$ cat config.mk
export PLATFORM = sky130hd
export DESIGN_NAME = wdl_queue
export DESIGN_NICKNAME = d
export VERILOG_FILES = /design/src/hw/rtl/wdl_pkg.sv /design/src/hw/rtl/wdl_queue.sv
export SDC_FILE = /design/constraint.sdc
export NUM_CORES = 1
export LEC_CHECK = 0
export CELL_PAD_IN_SITES_DETAIL_PLACEMENT = 1
export CELL_PAD_IN_SITES_GLOBAL_PLACEMENT = 1
export CORE_MARGIN = 2
export CORE_UTILIZATION = 52
export CTS_BUF_LIST = sky130_fd_sc_hd__clkbuf_4 sky130_fd_sc_hd__clkbuf_8 sky130_fd_sc_hd__clkbuf_16
export DETAILED_ROUTE_END_ITERATION = 6
export DONT_BUFFER_PORTS = 1
export PLACE_DENSITY = 0.89
export SETUP_SLACK_MARGIN = 0.15
export SLEW_MARGIN = 40
export SYNTH_ARGS = -nofsm -noshare
export SYNTH_HDL_FRONTEND = slang
export SYNTH_SLANG_ARGS = --single-unit
export TNS_END_PERCENT = 5
$ cat constraint.sdc
create_clock -name i_clk -period 3.1 [get_ports i_clk]
set_input_delay 0 -clock i_clk [delete_from_list [all_inputs] [get_ports i_clk]]
set_output_delay 0 -clock i_clk [all_outputs]
set_load 0.005 [all_outputs]
$ cat src/hw/rtl/wdl_pkg.sv
// ----------------------------------------------------------------------------
// wdl_pkg: shared types and constants of the word dictionary lookup
// Item layouts, command and status codes, queue entry and the case-folding
// character compare.
// ----------------------------------------------------------------------------
package wdl_pkg;

    localparam int DICT_BYTES_DEF = 16384;
    localparam int NAME_MAX_DEF   = 31;
    localparam int VALUE_BITS_DEF = 32;

    localparam int VALUE_W  = 32;   // width of the value field on the ports
    localparam int RESULT_W = 32;
    localparam int CNT_W    = 8;    // covers any name length up to 255

    localparam logic [7:0] FOLD_STEP   = 8'h20;
    localparam logic [7:0] UPPER_LIMIT = 8'h5A;   // 'Z'

    typedef enum logic [0:0] {
        CMD_INSERT = 1'b0,
        CMD_LOOKUP = 1'b1
    } t_cmd;

    typedef enum logic [1:0] {
        ST_OK   = 2'd0,
        ST_FULL = 2'd1,
        ST_LONG = 2'd2
    } t_status;

    typedef struct packed {
        t_cmd               cmd;
        logic [7:0]         ch;
        logic               last;
        logic [VALUE_W-1:0] value;
    } t_in_item;

    typedef struct packed {
        logic                found;
        logic [RESULT_W-1:0] result_value;
        t_status             status;
    } t_out_item;

    // One complete name handed from the front to the back
    typedef struct packed {
        t_cmd               cmd;
        logic               too_long;
        logic [CNT_W-1:0]   count;
        logic               bank;
        logic [VALUE_W-1:0] value;
    } t_queue_entry;

    typedef enum logic [2:0] {
        BE_IDLE,
        BE_INS,
        BE_LEN,
        BE_CMP,
        BE_VAL,
        BE_NEXT
    } t_be_state;

    // Case-folding match: a code above 'Z' equals the code 0x20 below it
    function automatic logic chars_match(input logic [7:0] a, input logic [7:0] b);
        logic eq;
        logic fa;
        logic fb;
        eq = (a == b);
        fa = (a > UPPER_LIMIT) && ((a - FOLD_STEP) == b);
        fb = (b > UPPER_LIMIT) && ((b - FOLD_STEP) == a);
        return eq || fa || fb;
    endfunction

endpackage

$ cat src/hw/rtl/wdl_queue.sv
// ----------------------------------------------------------------------------
// wdl_queue: two-entry command queue
// Holds complete names between the front and the back; the head stays in
// place until the back has finished with it.
// ----------------------------------------------------------------------------
module wdl_queue import wdl_pkg::*; (
    input  logic         i_clk,
    input  logic         i_rst_n,
    input  logic         i_push,
    input  t_queue_entry i_entry,
    input  logic         i_pop,
    output logic         o_full,
    output logic         o_valid,
    output t_queue_entry o_head,
    output logic [1:0]   o_count
);

    t_queue_entry r_slot [0:1];
    logic         r_wp;
    logic         r_rp;
    logic [1:0]   r_cnt;

    always_ff @(posedge i_clk) begin
        if (i_push) begin
            r_slot[r_wp] <= i_entry;
        end
    end

    always_ff @(posedge i_clk) begin
        if (!i_rst_n) begin
            r_wp  <= 1'b0;
            r_rp  <= 1'b0;
            r_cnt <= '0;
        end else begin
            if (i_push) begin
                r_wp <= !r_wp;
            end
            if (i_pop) begin
                r_rp <= !r_rp;
            end
            unique case ({i_push, i_pop})
                2'b10:   r_cnt <= r_cnt + 1'b1;
                2'b01:   r_cnt <= r_cnt - 1'b1;
                default: r_cnt <= r_cnt;
            endcase
        end
    end

    assign o_full  = (r_cnt == 2'd2);
    assign o_valid = (r_cnt != 2'd0);
    assign o_head  = r_slot[r_rp];
    assign o_count = r_cnt;

endmodule

==> results.cfg <==
[clocking]
htree_levels = 3
cts_tree = yes
cts_root_buf = clkbuf_8
cts_resized = 0
clk_latency_ns = 0.35
clock_sinks = 91
cts_buffers = 9
clockBufferDepth = 2
clkTransAtPathRegs_ns = 0.10

[setup_path]
cp-start-kind = flip-flop
worstPathCellList = nor2_4 > buf_4
critPathSlowestCell = nor2_4
required_ns = 3.11
critical_path_class = flip-flop to flip-flop
arrival_ns = 1.67
end_kind = flip-flop
slowest_delay_ns = 0.50
path_max_fanout = 24

[die]
design.core.area_sq_um = 6241
fp.dieH_um = 83.79
fp.dieW_um = 83.79
die_area_sq_um = 7021
top_level_ports = 94
rows = 29
start_util = 0.5305

[power]
p_leak_nw = 1.365
ir_worst_vdd_v = 0.0003959
power.density_nw_per_um2 = 608.3

[grt]
antenna_found_initial = 0
grt_pass1_wl_um = 9922
gr-total-overflow = 0
grt_util_all_layers = 0.1906
grt_pass1_vias = 1788
grt_max_degree = 44

[drt]
dr_total_vias = 1600
wire_per_inst_um = 22.01
drt_wl_total_um = 6406
drtAntennaViolNets = 0
dr.pass1.iters = 4
drc = 0
drt_iter0_drc = 50
routed_via_density = 5.498

[synth]
synth.distinct_cells = 17
synthesis.nets = 204
syn_area_sq_um = 3311
syn-mean-instance-area_sq_um = 21.22
netlist_instances = 156
ys_seq_area_frac = 0.8103
yosys_warnings = 0
synth-seq-cells = 91

[placed_design]
post-place-ws_ns = 1.472
place_congestion = 0.7084
numPortBuffers = 0

[timing]
worst_slack_ns = 1.440
worstMarginPinSlew_ns = 0.5935
final.min_clock_period_ns = 1.660
setup_viol = 0
slew_headroom = 0.6034
rsz0062_at_grt = no
fin_tns_setup_ns = 0
fin_crit_sh = 0.5354
max_freq_mhz = 602.5
slew_violations = 0
hold_violations = 0
skew_ns = 0.01971

[cells_and_area]
drive_above_1_share = 0.3037
fill_cells = 519
area_delta_synth_final_pct = 22.90
antenna_cells = 0
nets = 257

[hold_path]
hp-class = input pin to flip-flop

[job]
cap_viol_max_count = 0

[run_status]
outcome = finished, final reports clean
[state kept, by name (all words and copies together) (netlist names), named ones only]
| name | count |
|---|---|
| o_count | 2 |
| r_rp | 1 |
| r_slot | 86 |
| r_wp | 1 |
[cells in the final DEF, fill, tap and decap left out]
| master | count |
|---|---|
| a21boi_1 | 1 |
| and2_1 | 3 |
| and2_4 | 1 |
| and2b_2 | 1 |
| buf_4 | 1 |
| bufinv_16 | 1 |
| clkbuf_8 | 9 |
| clkinv_4 | 2 |
| clkinvlp_4 | 1 |
| dfxtp_1 | 4 |
| dfxtp_4 | 1 |
| dlygate4sd3_1 | 46 |
| edfxtp_1 | 86 |
| ha_1 | 1 |
| inv_1 | 1 |
| inv_6 | 3 |
| mux2_2 | 43 |
| nor2_4 | 1 |
| nor2b_1 | 1 |
| o21a_1 | 1 |
| o21ai_0 | 1 |
| or2_2 | 1 |
| or3_1 | 1 |
| xnor2_1 | 2 |
| xor2_1 | 1 |
[per-layer routing]
metal,share of wire,wire length [um],global-route usage,vias to the layer above
met5,0,0,0,-
met4,0.020,128,0.07625,0
met3,0.072,464,0.05638,10
met2,0.52,3346,0.3236,86
met1,0.39,2467,0.2293,787
li1,-,-,-,717
[synth_stat cells]
cell | number | area [sq um]
and2_1 | 4 | 25.02
inv_1 | 1 | 3.750
a21boi_1 | 1 | 7.510
nor2b_1 | 1 | 6.260
or2_2 | 1 | 6.260
xnor2_1 | 2 | 17.52
o21ai_0 | 1 | 5.000
nor2_1 | 1 | 3.750
dfxtp_1 | 5 | 100.1
xor2_1 | 1 | 8.760
edfxtp_1 | 86 | 2582
buf_2 | 5 | 25.02
ha_1 | 1 | 12.51
and2b_2 | 1 | 8.760
mux2_2 | 43 | 484.2
o21a_1 | 1 | 7.510
or3_1 | 1 | 6.260
[critical path: cells and delay by family, from the launching register on]
family        cells  cell delay (ns)
simple gates      1             0.50
buf+inv           1             0.43
flops             1             0.37
[through the flow]
stage               hold slack [ns]  cells  total power, mW    util  cell area [sq um]
global placement            0.09896    229            1.620  0.5447               3400
detailed placement          0.09895    229            1.633  0.5453               3403
finish                      0.09370    291            2.475  0.6520               4069
floorplan                   0.09887    156            1.598       -               3311
global route                0.09960    291            2.556  0.6520               4069
CTS                         0.02077    291            2.472  0.6520               4069
[area by class of cell]
type / count / area, sq um / area share
sequential: 91 / 2686 / 0.6602
clock buffer: 9 / 123.9 / 0.03044
timing repair buffer: 47 / 467.9 / 0.1150
tap: 77 / 96.34 / 0.02368
inverter: 1 / 3.754 / 0.0009225
clock inverter: 7 / 81.33 / 0.01999
multi-input combinational: 59 / 609.3 / 0.1498
[kinds of logic (layout without fill, tap and decap cells)]
logic type / Yosys count / in the layout / synth area share
compound gates: 3 / 3 / 0.006047
xor+xnor: 3 / 3 / 0.007938
fa+ha+maj: 1 / 1 / 0.003779
buf+inv: 6 / 64 / 0.008690
flops: 91 / 91 / 0.8103
mux: 43 / 43 / 0.1463
simple gates: 9 / 9 / 0.01701
[power breakdown]
part / switching, mW / internal [mW]
Sequential: 0.0442 / 1.42
Clock: 0.423 / 0.384
Combinational: 0.0933 / 0.114
[timing repair]
item / 4_1_cts / 5_1_grt
setup buffers: 0 / 0
hold buffers: 46 / 0
hold endpoints to repair: 91 / 0
[worst paths after layout]
path	startpoint	slack [ns]	endpoint	cells after the start
worst max-delay path	r_wp$_SDFFE_PN0P_	1.44	r_slot[0][34]$_DFFE_PP_	2
worst max register to register	r_wp$_SDFFE_PN0P_	1.44	r_slot[0][34]$_DFFE_PP_	2
worst min-delay path	i_push	0.09	r_slot[0][5]$_DFFE_PP_	2
worst min register to register	o_count[1]$_SDFFE_PN0P_	0.62	o_count[1]$_SDFFE_PN0P_	2
No activity file was read; power rests on OpenSTA's default activity.
