===== config.mk =====
export PLATFORM = sky130hd
export DESIGN_NAME = wdl_front
export DESIGN_NICKNAME = d
export VERILOG_FILES = /design/src/hw/rtl/wdl_pkg.sv /design/src/hw/rtl/wdl_front.sv
export SDC_FILE = /design/constraint.sdc
export NUM_CORES = 1
export LEC_CHECK = 0
export BUFFER_PORTS_ARGS = -buffer_cell sky130_fd_sc_hd__buf_2
export CAP_MARGIN = 40
export CORE_ASPECT_RATIO = 0.7
export CORE_MARGIN = 10
export CORE_UTILIZATION = 55
export DETAILED_ROUTE_END_ITERATION = 6
export GPL_TIMING_DRIVEN = 1
export PLACE_DENSITY = 0.76
export SYNTH_ARGS = -nofsm -noshare
export SYNTH_HDL_FRONTEND = slang
export SYNTH_SLANG_ARGS = --single-unit

===== constraint.sdc =====
create_clock -name i_clk -period 2.09 [get_ports i_clk]
set_clock_uncertainty 0.05 [all_clocks]
set_input_delay 0.418 -clock i_clk [delete_from_list [all_inputs] [get_ports i_clk]]
set_output_delay 0.418 -clock i_clk [all_outputs]
set_load 0.02 [all_outputs]

===== src/hw/rtl/wdl_pkg.sv =====
// ----------------------------------------------------------------------------
// wdl_pkg: shared types and constants of the word dictionary lookup
// Item layouts, command and status codes, queue entry and the case-folding
// character compare.
// ----------------------------------------------------------------------------
package wdl_pkg;

    localparam int DICT_BYTES_DEF = 16384;
    localparam int NAME_MAX_DEF   = 31;
    localparam int VALUE_BITS_DEF = 32;

    localparam int VALUE_W  = 32;   // width of the value field on the ports
    localparam int RESULT_W = 32;
    localparam int CNT_W    = 8;    // covers any name length up to 255

    localparam logic [7:0] FOLD_STEP   = 8'h20;
    localparam logic [7:0] UPPER_LIMIT = 8'h5A;   // 'Z'

    typedef enum logic [0:0] {
        CMD_INSERT = 1'b0,
        CMD_LOOKUP = 1'b1
    } t_cmd;

    typedef enum logic [1:0] {
        ST_OK   = 2'd0,
        ST_FULL = 2'd1,
        ST_LONG = 2'd2
    } t_status;

    typedef struct packed {
        t_cmd               cmd;
        logic [7:0]         ch;
        logic               last;
        logic [VALUE_W-1:0] value;
    } t_in_item;

    typedef struct packed {
        logic                found;
        logic [RESULT_W-1:0] result_value;
        t_status             status;
    } t_out_item;

    // One complete name handed from the front to the back
    typedef struct packed {
        t_cmd               cmd;
        logic               too_long;
        logic [CNT_W-1:0]   count;
        logic               bank;
        logic [VALUE_W-1:0] value;
    } t_queue_entry;

    typedef enum logic [2:0] {
        BE_IDLE,
        BE_INS,
        BE_LEN,
        BE_CMP,
        BE_VAL,
        BE_NEXT
    } t_be_state;

    // Case-folding match: a code above 'Z' equals the code 0x20 below it
    function automatic logic chars_match(input logic [7:0] a, input logic [7:0] b);
        logic eq;
        logic fa;
        logic fb;
        eq = (a == b);
        fa = (a > UPPER_LIMIT) && ((a - FOLD_STEP) == b);
        fb = (b > UPPER_LIMIT) && ((b - FOLD_STEP) == a);
        return eq || fa || fb;
    endfunction

endpackage


===== src/hw/rtl/wdl_front.sv =====
// ----------------------------------------------------------------------------
// wdl_front: name collection
// Accepts character items, stores them in a two-bank name buffer and pushes
// one queue entry per complete name.
// ----------------------------------------------------------------------------
module wdl_front import wdl_pkg::*; #(
    parameter int NAME_MAX = NAME_MAX_DEF,
    localparam int IW = (NAME_MAX > 1) ? $clog2(NAME_MAX) : 1
) (
    input  logic         i_clk,
    input  logic         i_rst_n,
    input  logic         i_start,
    input  logic         i_full,
    input  t_in_item     i_item,
    output logic         o_push,
    output t_queue_entry o_entry,
    input  logic [IW:0]  i_rd_addr,
    output logic [7:0]   o_rd_data
);

    localparam int NW         = $clog2(NAME_MAX + 1);
    localparam int NAME_DEPTH = 2 ** (IW + 1);

    logic [7:0]    r_name_mem [0:NAME_DEPTH-1];
    logic [7:0]    r_rd_data;
    logic [NW-1:0] r_count;
    logic          r_long;
    logic          r_bank;

    logic          w_accept;
    logic          w_room;
    logic [NW-1:0] w_count_inc;

    assign w_accept    = i_start && !i_full;
    assign w_room      = (r_count < NW'(NAME_MAX));
    assign w_count_inc = w_room ? (r_count + 1'b1) : r_count;

    // Buffer: written by the front, read by the back through a registered port
    always_ff @(posedge i_clk) begin
        if (w_accept && w_room) begin
            r_name_mem[{r_bank, r_count[IW-1:0]}] <= i_item.ch;
        end
        r_rd_data <= r_name_mem[i_rd_addr];
    end

    always_ff @(posedge i_clk) begin
        if (!i_rst_n) begin
            r_count <= '0;
            r_long  <= 1'b0;
            r_bank  <= 1'b0;
        end else if (w_accept) begin
            if (i_item.last) begin
                r_count <= '0;
                r_long  <= 1'b0;
                r_bank  <= !r_bank;
            end else begin
                r_count <= w_count_inc;
                r_long  <= r_long || !w_room;
            end
        end
    end

    assign o_push            = w_accept && i_item.last;
    assign o_entry.cmd       = i_item.cmd;
    assign o_entry.too_long  = r_long || !w_room;
    assign o_entry.count     = CNT_W'(w_count_inc);
    assign o_entry.bank      = r_bank;
    assign o_entry.value     = i_item.value;
    assign o_rd_data         = r_rd_data;

endmodule


==> results of run 1 <==
[power groups by stage]
| stage | clock network [µW] | registers (µW) | logic [µW] |
|---|---|---|---|
| 5_1_grt | 8670 | 11700 | 1240 |
| 2_1_floorplan | 0 | 11900 | 686 |
| 4_1_cts | 8240 | 11700 | 1170 |
| 3_5_place_dp | 0 | 11900 | 1160 |
| 3_3_place_gp | 0 | 11900 | 1130 |
| 6_report | 8150 | 11700 | 1180 |
[per-stage QoR]
| stage | instances | setup WS [ns] | utilization (%) | power [µW] | cell area, µm² |
|---|---|---|---|---|---|
| 2_1_floorplan | 1051 | 0.0331 | - | 12600 | 20900 |
| 3_3_place_gp | 1653 | -0.258 | 61.0 | 13000 | 22700 |
| 3_5_place_dp | 1656 | -0.294 | 61.1 | 13100 | 22800 |
| 4_1_cts | 1740 | -0.0484 | 65.1 | 21100 | 24300 |
| 5_1_grt | 1740 | -0.153 | 65.1 | 21600 | 24300 |
| 6_report | 1740 | -0.125 | 65.1 | 21000 | 24300 |
[worst paths after layout]
| kind | startpoint | to | cells past startpoint |
|---|---|---|---|
| max | r_count[1] | o_entry[37] | 6 |
| min | i_rst_n | r_long | 2 |
| max reg2reg | r_count[4] | r_name_mem[5][7] | 7 |
| min reg2reg | r_long | r_long | 1 |
[final cells by class]
cell class / count / area, µm²
flip-flops and latches: 527 / 15700
fillers: 2358 / 13000
multi-input cells: 430 / 4670
repair buffers: 211 / 1890
clock buffers: 61 / 1270
well taps: 488 / 611
clock inverters: 22 / 149
inverters: 1 / 3.75
[layout by cell type, fill, tap and decap left out, types with 5 or more instances in the layout]
master     instances
edfxtp_1         512
nand2_1           20
a211oi_1           5
a221oi_2           5
nor2_1            81
clkinv_1          11
nor2b_1           16
or4_1              5
o22ai_1           13
mux2i_1           25
mux4_2           110
buf_2             29
a22oi_1           12
o32ai_1            5
nor2_2             9
nor4_1             5
mux2_2            16
a211o_1            5
conb_1            19
buf_4            150
nand3b_1           6
mux4_1             7
o221ai_1           6
nand3_1            9
clkbuf_1          12
dfxtp_1           11
nand2b_1           9
buf_12            29
o21ai_0            9
clkinv_2           8
clkbuf_16         49
a21oi_1            6
[cell families after synthesis]
kind of cell               after synthesis
adders and majority gates                1
muxes                                  159
DFF                                    527
AOI/OAI and AO/OA                       78
xor gates and xnor gates                 2
buffers and inverters                   94
other                                    1
and+or+nand+nor                        171
[layer usage]
metal  global-route usage, %  up-vias
li1                        -     4540
met4                    4.69        2
met5                       0        -
met1                    30.8     5621
met2                    30.2      713
met3                    5.81       60
[flip-flops by register name, summed over array words and instances, names as in the netlist]
name,cells
r_bank,1
o_rd_data,8
r_long,1
r_count,5
r_name_mem,512
[critical path, stage by stage (launching register included)]
cell	delay [ns]
dfxtp_4	0.36
buf_6	0.12
ha_4	0.16
nand3_4	0.07
a21oi_2	0.05
mux2i_2	0.23
buf_4	0.19
[repair_timing]
item | 4_1_cts | 5_1_grt
pin swaps | 1 | 0
endpoints found under the setup margin | 4 | 11
resized for setup | 12 | 7
cloned | 0 | 0
buffers inserted | 1 | 0
==> results.yml, run 1 <==
status:
  status: "finished with violations"
  violations: "setup timing"
floorplan:
  coreArea_mm2: 0.0373
  die_area_mm2: 0.0462
  num_rows: 59
  start_util_pct: 55.9
  die_h_um: 183
  fp.dieW_um: 253
  pin_count: 104
route:
  drc_errors: 0
  num_vias: 10936
  dr_wl_met2_um: 21300
  dr.pass1.iters: 5
  wl_per_cell_um: 27.5
  drtIter0Drc: 1618
  wl_met3_um: 6180
  ant_nets: 0
  highest_layer: "met5"
  vias_per_cell: 6.29
  drt_wl_total_um: 47900
  wl_met1_um: 19600
power:
  p_int_uw: 16600
  pwr-share-seq_pct: 55.6
  p_comb_share_pct: 5.6
  p_clk_share_pct: 38.8
  p_per_area_mw_per_mm2: 865
  leakage_uw: 0.00810
  switching_share_pct: 20.8
  p_switching_uw: 4360
  peakVddDrop_v: 0.000772
sta:
  rsz0062_at_grt: "true"
  holdWs_ns: 0.0996
  fin_crit_ns: 2.21
  hold_viol: 0
  finalCritPeriodShare_pct: 106
  maxSlewHeadroom_pct: 45.2
  finalSetupTns_ns: -0.184
  worst_slack_ns: -0.125
  fmax_mhz: 451
  setup_violations: 3
  tightestPinTransition_ns: 0.822
  drv_slew: 0
placed_design:
  dpl.hpwl_um: 30900
  port_buffers: 34
  place_congestion: 0.863
yosys:
  yosysSeqAreaShare_pct: 75.2
  synth_xor_xnor_area_share_pct: 0.0840
  synth_top_family_by_area: "multiplexers"
  synth_most_common_cell: "edfxtp_1"
  yosysUniqueCellTypes: 48
  syn_inst: 1033
  netlist_area_mm2: 0.0208
  synthSimpleGateAreaFrac_pct: 3.89
  yosysWarningCount: 0
  synth_top_cell_by_area: "edfxtp_1"
  synth_area_leaders: "edfxtp_1 (74%), mux4_2 (12%), buf_4 (1.8%)"
  synth_flop_cell: "edfxtp_1"
  synth-adder-area-share_pct: 0.0600
  syn_avg_cell_area_um2: 20.2
  muxShareOfSynthArea_pct: 14.9
  synth_top_area_share_pct: 73.8
  async_flop_share_pct: 0
  synth_compound_area_share_pct: 2.86
  synth-seq-cells: 527
  netlist_top_cells_count: "edfxtp_1 (512), mux4_2 (110), nor2_1 (90), buf_4 (51), mux2i_1 (26)"
  synth_edf_count: 512
setup_path:
  cp_max_fo: 4
  cp_data_arrival_time_ns: 1.75
  required_ns: 1.62
  crit_type: "reg -> out"
  r2r_slack_ns: 0.14
  startpoint_type: "flip-flop"
  endpoint_kind: "output pin"
global_routing:
  grt_pass1_vias: 10907
  grt_first_pass_wirelength_um: 71000
  grt-ovfl-total: 0
  grt_use_total_pct: 20.7
  grt_max_degree: 65
  grt_antenna_before_repair: 1
clocking:
  clk_latency_ns: 0.56
  cts_root_buf: "clkbuf_16"
  numCtsBuffers: 47
  clock_sinks: 527
  cts_hold_buf: 0
  clk_pin_slew_ns: 0.06
  clk_path_buf_depth: 3
  cts_tree: "built"
  htree_levels: 2
finish:
  area_growth_pct: 16.5
  antennaDiodeCount: 0
  nets: 1271
  post_route_cells_drive_above_1_share_pct: 33.9
hold_path:
  hp-class: "in -> reg"
job:
  maxCapViolations: 0
Power figures use the tool's default switching activity.
==> run 2: changes to the inputs <==
--- a/config.mk
+++ b/config.mk
@@ -16,3 +16,4 @@
 export SYNTH_ARGS = -nofsm -noshare
 export SYNTH_HDL_FRONTEND = slang
 export SYNTH_SLANG_ARGS = --single-unit
+export TNS_END_PERCENT = 10
==> results.yml, run 2 (synthesized netlist as in run 1, its figures left out) <==
power:
  p_total_uw: 21000
  p_per_area_mw_per_mm2: 865
  switching_share_pct: 20.7
  p_int_uw: 16600
  peakVddDrop_v: 0.000771
  pwr-share-seq_pct: 55.6
  leakage_uw: 0.00810
  p_comb_share_pct: 5.6
  p_clk_share_pct: 38.7
  p_switching_uw: 4350
finish:
  final_common_cell: "edfxtp_1"
  largest_reg_flops: 512
  fillers: 2358
  post_route_cells_drive_above_1_share_pct: 33.9
  nets: 1271
  area_growth_pct: 16.5
  final_cell_mix: "edfxtp_1 (512), buf_4 (150), mux4_2 (110)"
  antennaDiodeCount: 0
floorplan:
  die_area_mm2: 0.0462
  pin_count: 104
  coreArea_mm2: 0.0373
  start_util_pct: 55.9
  fp.dieW_um: 253
  die_h_um: 183
  num_rows: 59
setup_path:
  critPathBufInv: 2
  r2r_end: "r_name_mem[5][7]"
  endpoint_kind: "output pin"
  cp_top_family: "flip-flops"
  crit_type: "reg -> out"
  cp_data_arrival_time_ns: 1.72
  startpoint_type: "flip-flop"
  path_cells: "buf_6, ha_4, nand3_4, a21oi_2, mux2i_2, buf_4"
  cpMaxStageDelayCell: "dfxtp_4"
  critPathMaxStageDelay_ns: 0.36
  r2r_cells: 7
  r2r_start: "r_count[4]"
  cp_max_fo: 4
  required_ns: 1.62
  r2r_slack_ns: 0.13
placed_design:
  dpl.hpwl_um: 30900
  port_buffers: 34
  place_congestion: 0.863
  pre_cts_ws_ns: -0.294
clocking:
  numCtsBuffers: 47
  cts_root_buf: "clkbuf_16"
  cts_hold_buf: 0
  clk_pin_slew_ns: 0.07
  clk_latency_ns: 0.56
  htree_levels: 2
  cts_tree: "built"
  clock_sinks: 527
  clk_path_buf_depth: 3
sta:
  worst_slack_ns: -0.0988
  setup_violations: 3
  tightestPinTransition_ns: 0.836
  finalCritPeriodShare_pct: 105
  maxSlewHeadroom_pct: 44.3
  rsz0062_at_grt: "true"
  hold_viol: 0
  fin_crit_ns: 2.19
  fmax_mhz: 457
  drv_slew: 0
global_routing:
  grt-ovfl-total: 0
  grt_pass1_vias: 10907
  grt_use_total_pct: 20.7
  grt_first_pass_wirelength_um: 71000
  grt_antenna_before_repair: 1
  grt_max_degree: 65
route:
  vias_per_cell: 6.30
  drtIter0Drc: 1572
  num_vias: 10966
  wl_per_cell_um: 27.5
  ant_nets: 0
  drt_wl_total_um: 47900
  drc_errors: 0
  dr.pass1.iters: 5
hold_path:
  hp-class: "in -> reg"
  hold_path_depth: 2
  min_from: "i_rst_n"
  holdPathEnd: "r_long"
job:
  maxCapViolations: 0
status:
  violations: "setup timing"
  status: "finished with violations"
-- run 2: cell counts in the layout (fill, tap and decap cells not counted) --
Identical to the previous run, type by type.
-- run 2: through the flow --
| step | cell area, µm² | std cells | TNS (ns) | hold WS, ns | utilization (%) |
|---|---|---|---|---|---|
| CTS | 24300 | 1740 | -0.0484 | 0.0816 | 65.1 |
| detailed placement | 22800 | 1656 | -1.39 | 0.432 | 61.1 |
| finish | 24300 | 1740 | -0.148 | 0.102 | 65.1 |
| global placement | 22700 | 1653 | -1.18 | 0.423 | 61.0 |
| floorplan | 20900 | 1051 | 0 | 0.413 | - |
| global route | 24300 | 1740 | -0.359 | 0.105 | 65.1 |
-- run 2: worst max path at each step --
stage,cells past startpoint,from,to
floorplan,6,r_count[1],r_name_mem[11][0]
finish,6,r_count[1],o_entry[37]
global route,6,r_count[1],o_entry[37]
CTS,6,r_count[1],o_entry[37]
detailed placement,6,i_rd_addr[0],o_rd_data[6]
global placement,6,i_rd_addr[0],o_rd_data[6]
-- run 2: what timing repair did --
item,in CTS,in global routing
pin swaps,1,0
setup endpoints to repair,4,11
gates resized for setup,12,7
cloned,0,0
buffers inserted,1,0
-- run 2: area by class of cell --
type | instances | area [µm²] | area share [%]
clock inverter | 22 | 149 | 0.613
sequential | 527 | 15700 | 64.6
timing repair buffer | 211 | 1890 | 7.77
clock buffer | 61 | 1270 | 5.24
tap | 488 | 611 | 2.52
multi-input combinational | 430 | 4670 | 19.2
inverter | 1 | 3.75 | 0.0155
-- run 2: power by group through the flow --
stage          logic (µW)  registers, µW  clock network [µW]
4_1_cts              1170          11700                8240
3_3_place_gp         1130          11900                   0
6_report             1180          11700                8130
3_5_place_dp         1160          11900                   0
5_1_grt              1240          11700                8670
2_1_floorplan         686          11900                   0
-- run 2: worst reg2reg max path, cell delays in order (launching register included) --
cell	delay, ns
dfxtp_2	0.35
nand2_1	0.14
o21ai_1	0.12
nor2_2	0.18
nand3b_1	0.16
buf_12	0.19
nor2_1	0.25
buf_4	0.23
-- run 2: metal layers --
metal | vias to the layer above | global-route usage [%] | wire [µm]
met4 | 2 | 4.69 | 819
met5 | - | 0 | 11
met3 | 70 | 5.81 | 5920
met2 | 684 | 30.2 | 21300
li1 | 4542 | - | -
met1 | 5668 | 30.8 | 19800
